$ cat src/rtl/tclt_pkg.sv
// Package: types, constants and codes of the client lease table.
`timescale 1ns / 1ps
package tclt_pkg;
	localparam int CLIENTS = 128;
	localparam int IDX_W = $clog2(CLIENTS);
	localparam int CNT_W = IDX_W + 1;
	localparam logic [15:0] VIRT_HI = 16'hA9FE;
	localparam logic [15:0] LOW_RESET = 16'h0001;

	localparam logic [1:0] ST_UNUSED = 2'd0;
	localparam logic [1:0] ST_ACTIVE = 2'd1;
	localparam logic [1:0] ST_FREE = 2'd2;

	localparam logic [1:0] OP_TICK = 2'd0;
	localparam logic [1:0] OP_CLIENT = 2'd1;
	localparam logic [1:0] OP_OUT = 2'd2;

	localparam logic [1:0] ACT_REPLY = 2'd0;
	localparam logic [1:0] ACT_FWD = 2'd1;
	localparam logic [1:0] ACT_TUNNEL = 2'd2;
	localparam logic [1:0] ACT_DROP = 2'd3;

	localparam logic [1:0] STS_OK = 2'd0;
	localparam logic [1:0] STS_FULL = 2'd1;
	localparam logic [1:0] STS_UNKNOWN = 2'd2;
	localparam logic [1:0] STS_NOTFOUND = 2'd3;

	localparam logic [2:0] REG_LEASE = 3'd0;
	localparam logic [2:0] REG_IPREQ = 3'd1;
	localparam logic [2:0] REG_DATA = 3'd2;
	localparam logic [2:0] REG_KAREQ = 3'd3;
	localparam logic [2:0] REG_KAREP = 3'd4;
	localparam logic [2:0] REG_INVAL = 3'd5;

	typedef struct packed {
		logic [1:0]  operation;
		logic [7:0]  msg_type;
		logic [31:0] lookup_addr;
	} in_word_t;

	typedef struct packed {
		logic [1:0]  action;
		logic [7:0]  reply_type;
		logic [31:0] addr_out;
		logic [1:0]  status;
	} out_word_t;

	typedef struct packed {
		logic [15:0] lease_seconds;
		logic [7:0]  code_ip_request;
		logic [7:0]  code_tunnel_data;
		logic [7:0]  code_keepalive_request;
		logic [7:0]  code_keepalive_reply;
		logic [7:0]  code_ip_invalid;
	} cfg_t;

	// one entry as held in the table memory
	typedef struct packed {
		logic [1:0]  st;
		logic [31:0] pub;
		logic [31:0] virt;
		logic [31:0] seen;
	} entry_t;
endpackage

$ cat src/rtl/tclt_cfg.sv
// APB register file of the lease table.
`timescale 1ns / 1ps
module tclt_cfg import tclt_pkg::*; (
	input  logic        clk,
	input  logic        arst_n,
	input  logic        psel,
	input  logic        penable,
	input  logic        pwrite,
	input  logic [4:0]  paddr,
	input  logic [31:0] pwdata,
	output logic [31:0] prdata,
	output logic        pready,
	output cfg_t        cfg
);
	cfg_t cfg_q;
	logic [2:0] ridx;

	assign ridx = paddr[4:2];
	assign pready = 1'b1;
	assign cfg = cfg_q;

	// register writes
	always_ff @(posedge clk or negedge arst_n) begin
		if (!arst_n) begin
			cfg_q <= '{16'd60, 8'd1, 8'd2, 8'd3, 8'd4, 8'd5};
		end else if (psel && penable && pwrite) begin
			unique case (ridx)
				REG_LEASE: cfg_q.lease_seconds <= pwdata[15:0];
				REG_IPREQ: cfg_q.code_ip_request <= pwdata[7:0];
				REG_DATA:  cfg_q.code_tunnel_data <= pwdata[7:0];
				REG_KAREQ: cfg_q.code_keepalive_request <= pwdata[7:0];
				REG_KAREP: cfg_q.code_keepalive_reply <= pwdata[7:0];
				REG_INVAL: cfg_q.code_ip_invalid <= pwdata[7:0];
				default: ;
			endcase
		end
	end

	// read mux
	always_comb begin
		unique case (ridx)
			REG_LEASE: prdata = {16'd0, cfg_q.lease_seconds};
			REG_IPREQ: prdata = {24'd0, cfg_q.code_ip_request};
			REG_DATA:  prdata = {24'd0, cfg_q.code_tunnel_data};
			REG_KAREQ: prdata = {24'd0, cfg_q.code_keepalive_request};
			REG_KAREP: prdata = {24'd0, cfg_q.code_keepalive_reply};
			REG_INVAL: prdata = {24'd0, cfg_q.code_ip_invalid};
			default:   prdata = 32'd0;
		endcase
	end
endmodule

$ cat config.mk
export PLATFORM = sky130hd
export DESIGN_NAME = tclt_cfg
export DESIGN_NICKNAME = d
export VERILOG_FILES = /design/src/rtl/tclt_pkg.sv /design/src/rtl/tclt_cfg.sv
export SDC_FILE = /design/constraint.sdc
export NUM_CORES = 1
export LEC_CHECK = 0
export BUFFER_PORTS_ARGS = -buffer_cell sky130_fd_sc_hd__buf_2
export CAP_MARGIN = 30
export CORE_MARGIN = 2
export CORE_UTILIZATION = 47
export DETAILED_ROUTE_END_ITERATION = 16
export HOLD_SLACK_MARGIN = 0.15
export PLACE_DENSITY = 0.87
export SYNTH_ARGS = -nofsm -noshare
export SYNTH_HDL_FRONTEND = slang
export SYNTH_SLANG_ARGS = --single-unit
$ cat constraint.sdc
create_clock -name clk -period 1.13 [get_ports clk]
set_input_delay 0.0565 -clock clk [delete_from_list [all_inputs] [get_ports clk]]
set_output_delay 0.0565 -clock clk [all_outputs]
set_load 0.05 [all_outputs]
==> flow_metrics.tcl <==
set metrics [dict create \
    n_antenna_cell 0 \
    num_rows 28 \
    rsz0062_at_grt "yes" \
    detailed_place_hpwl_um 5200 \
    dieArea_mm2 0.00667 \
    setup_viol_count_final 15 \
    synth_area_mm2 0.00284 \
    area_growth_pct 57.3 \
    numPortBuffers 95 \
    finalCritPeriodShare 1.34 \
    combPwrFrac 0.506 \
    path_cells "nor2b_2 > a211oi_1 > buf_4 > a221oi_4 > buf_6" \
    synth.largest_area_cell "dfrtp_1" \
    pwr-share-clk 0.134 \
    skew_ns 0 \
    yosysMostFrequentCell "mux2_2" \
    grt_max_degree 57 \
    synthCells 202 \
    synth_area_leaders "dfrtp_1 40%, mux2_2 18%, dfstp_2 10%, mux2i_1 7.8%, mux2_4 5.3%" \
    layout_setup_ws_ns -0.385 \
    core_mm2 0.00589 \
    die_y_um 81.7 \
    seqPwrFrac 0.360 \
    p_per_area_mw_per_mm2 1760 \
    swShare 0.440 \
    start_util 0.482 \
    gp_congestion 0.802 \
    synth.top_cell.area_share 0.397 \
    grt_pass1_wl_um 12500 \
    path_buf_inv 2 \
    clk_latency_ns 0.29 \
    cts.path.max_buffers 2 \
    path_max_fanout 2 \
    cts_root_buf "clkbuf_8" \
    first_global_vias 2320 \
    stdcell_area_mm2 0.00446 \
    synth_cell_types 28 \
    synth-seq-cells 56 \
    drtIter0Drc 102 \
    synth-edff-count 0 \
    drive_above_1_share 0.721 \
    grt_overflow 0 \
    post_drt_wl_per_cell_um 18.6 \
    largest_reg_flops 56 \
    avgSynthCellArea_um2 14.0 \
    post-route-min-period_ns 1.51 \
    ys_async_sr_fraction 1.00 \
    htreeDepth 2 \
    cap_violations 0 \
    final_util 0.758 \
    status "complete, but fails checks" \
    cts_buffers 5 \
    arrival_ns 1.46 \
    drc_errors 0 \
    cp-start-kind "flip-flop" \
    yosys_warnings 0 \
    violations "setup timing" \
    hold_violations 0 \
    slew_violations 0 \
    ys_top_cells_by_count "46 x mux2_2, 45 x dfrtp_1, 22 x mux2i_1" \
    hold_ws_ns 0.269 \
    drt_pre_antenna_iters 4 \
    num-nets-final 400 \
    routed_wirelength_um 8080 \
    net-switching-power_mw 3.44 \
    critPathTopFamily "flip-flops" \
    antenna_left 0 \
    vias 2206 \
    clkTransAtPathRegs_ns 0.10 \
    ys.flop_type "dfrtp_1" \
    cts_tree "built" \
    place_worst_setup_slack_ns -0.223 \
    clkSinkCount 56 \
    required_ns 1.07 \
    antenna_found_initial 0 \
    die_w_um 81.7 \
    grt_usage 0.254 \
    ir_worst_vdd_uv 961 \
    place_area_mm2 0.00382 \
    max_stage_delay_ns 0.38 \
    p_leak_nw 2.18 \
    vias_per_cell 5.08 \
    intPower_mw 4.39 \
    max_freq_ghz 0.660 \
    hold_class "input port to async pin" \
    critPathCaptureType "output pin" \
    path_class "flip-flop to output pin" \
    slowest_stage "dfrtp_1" \
    finalSetupTns_ns -2.51 \
    ios 131 \
    synth-seq-area-share 0.499 \
]
==> tightest hold or removal path: cells and delay by family <==
kind	cells	cell delay, ns
buf+inv	3	0.91
==> per-stage QoR <==
stage               total power [mW]  cells
floorplan                       5.39    217
global placement                6.17    404
detailed placement              6.25    404
CTS                             7.67    432
global route                    8.12    434
finish                          7.83    434
==> layout make-up <==
class	count	area, um2
Sequential cell	56	1440
Inverter	2	7.51
Clock buffer	8	80.1
Tap cell	75	93.8
Timing Repair Buffer	159	1380
Fill cell	352	1430
Multi-Input combinational cell	134	1470
==> placed cells by master, fill, tap and decap left out, types with 2 or more instances in the layout <==
master,count
dfstp_2,11
clkbuf_1,3
buf_12,4
dlygate4sd3_1,17
nor2_4,6
or2_4,2
o22a_1,6
dfrtp_2,16
and2_4,8
mux2_2,29
buf_2,59
o21ai_4,6
buf_4,38
buf_6,19
dfrtp_1,29
clkbuf_8,5
conb_1,17
buf_8,22
inv_1,2
nand2b_1,2
mux2i_1,21
mux2_4,27
==> power by group through the flow <==
stage | combinational [mW] | sequential [mW] | clock [mW]
final | 3.97 | 2.82 | 1.05
after global routing | 4.12 | 2.86 | 1.14
after CTS | 3.81 | 2.79 | 1.06
after detailed placement | 3.43 | 2.81 | 0
after global placement | 3.39 | 2.78 | 0
after floorplan | 1.21 | 4.18 | 0
==> worst paths after layout <==
check	end	slack, ns	from	depth (start not counted)
max in group asynchronous	cfg[42]$_DFFE_PN1P_	0.55	arst_n	3
hold reg to reg	cfg[21]$_DFFE_PN0P_	0.54	cfg[21]$_DFFE_PN0P_	1
min in group clk	cfg[18]$_DFFE_PN0P_	0.46	penable	5
setup / recovery	prdata[6]	-0.38	cfg[46]$_DFFE_PN0P_	5
setup reg to reg	cfg[38]$_DFFE_PN0P_	0.18	cfg[38]$_DFFE_PN0P_	2
hold / removal	cfg[39]$_DFFE_PN0P_	0.27	arst_n	3
==> per-layer routing <==
metal  track usage  part of all wire  up-vias
met4        0.0900             0.020        0
met3        0.0527             0.050       12
met1         0.331              0.42     1113
met2         0.421              0.51       85
li1              -                 -      996
met5             0                 0        -
==> timing repair <==
action / in CTS / in global routing
hold endpoints to repair: 112 / 0
setup endpoints to repair: 27 / 36
setup buffers: 4 / 7
pin swaps: 8 / 6
hold buffers: 17 / 0
resized for setup: 85 / 33
==> cells by family (layout without fill, tap and decap cells) <==
| kind of cell | count (synthesis) | in the layout | share of synthesized area |
|---|---|---|---|
| simple gates | 22 | 22 | 0.0697 |
| other cells | 2 | 17 | 0.00265 |
| compound gates | 17 | 17 | 0.0428 |
| mux | 78 | 78 | 0.313 |
| flops | 56 | 56 | 0.499 |
| buf+inv | 27 | 169 | 0.0724 |
Power figures use the tool's default switching activity.
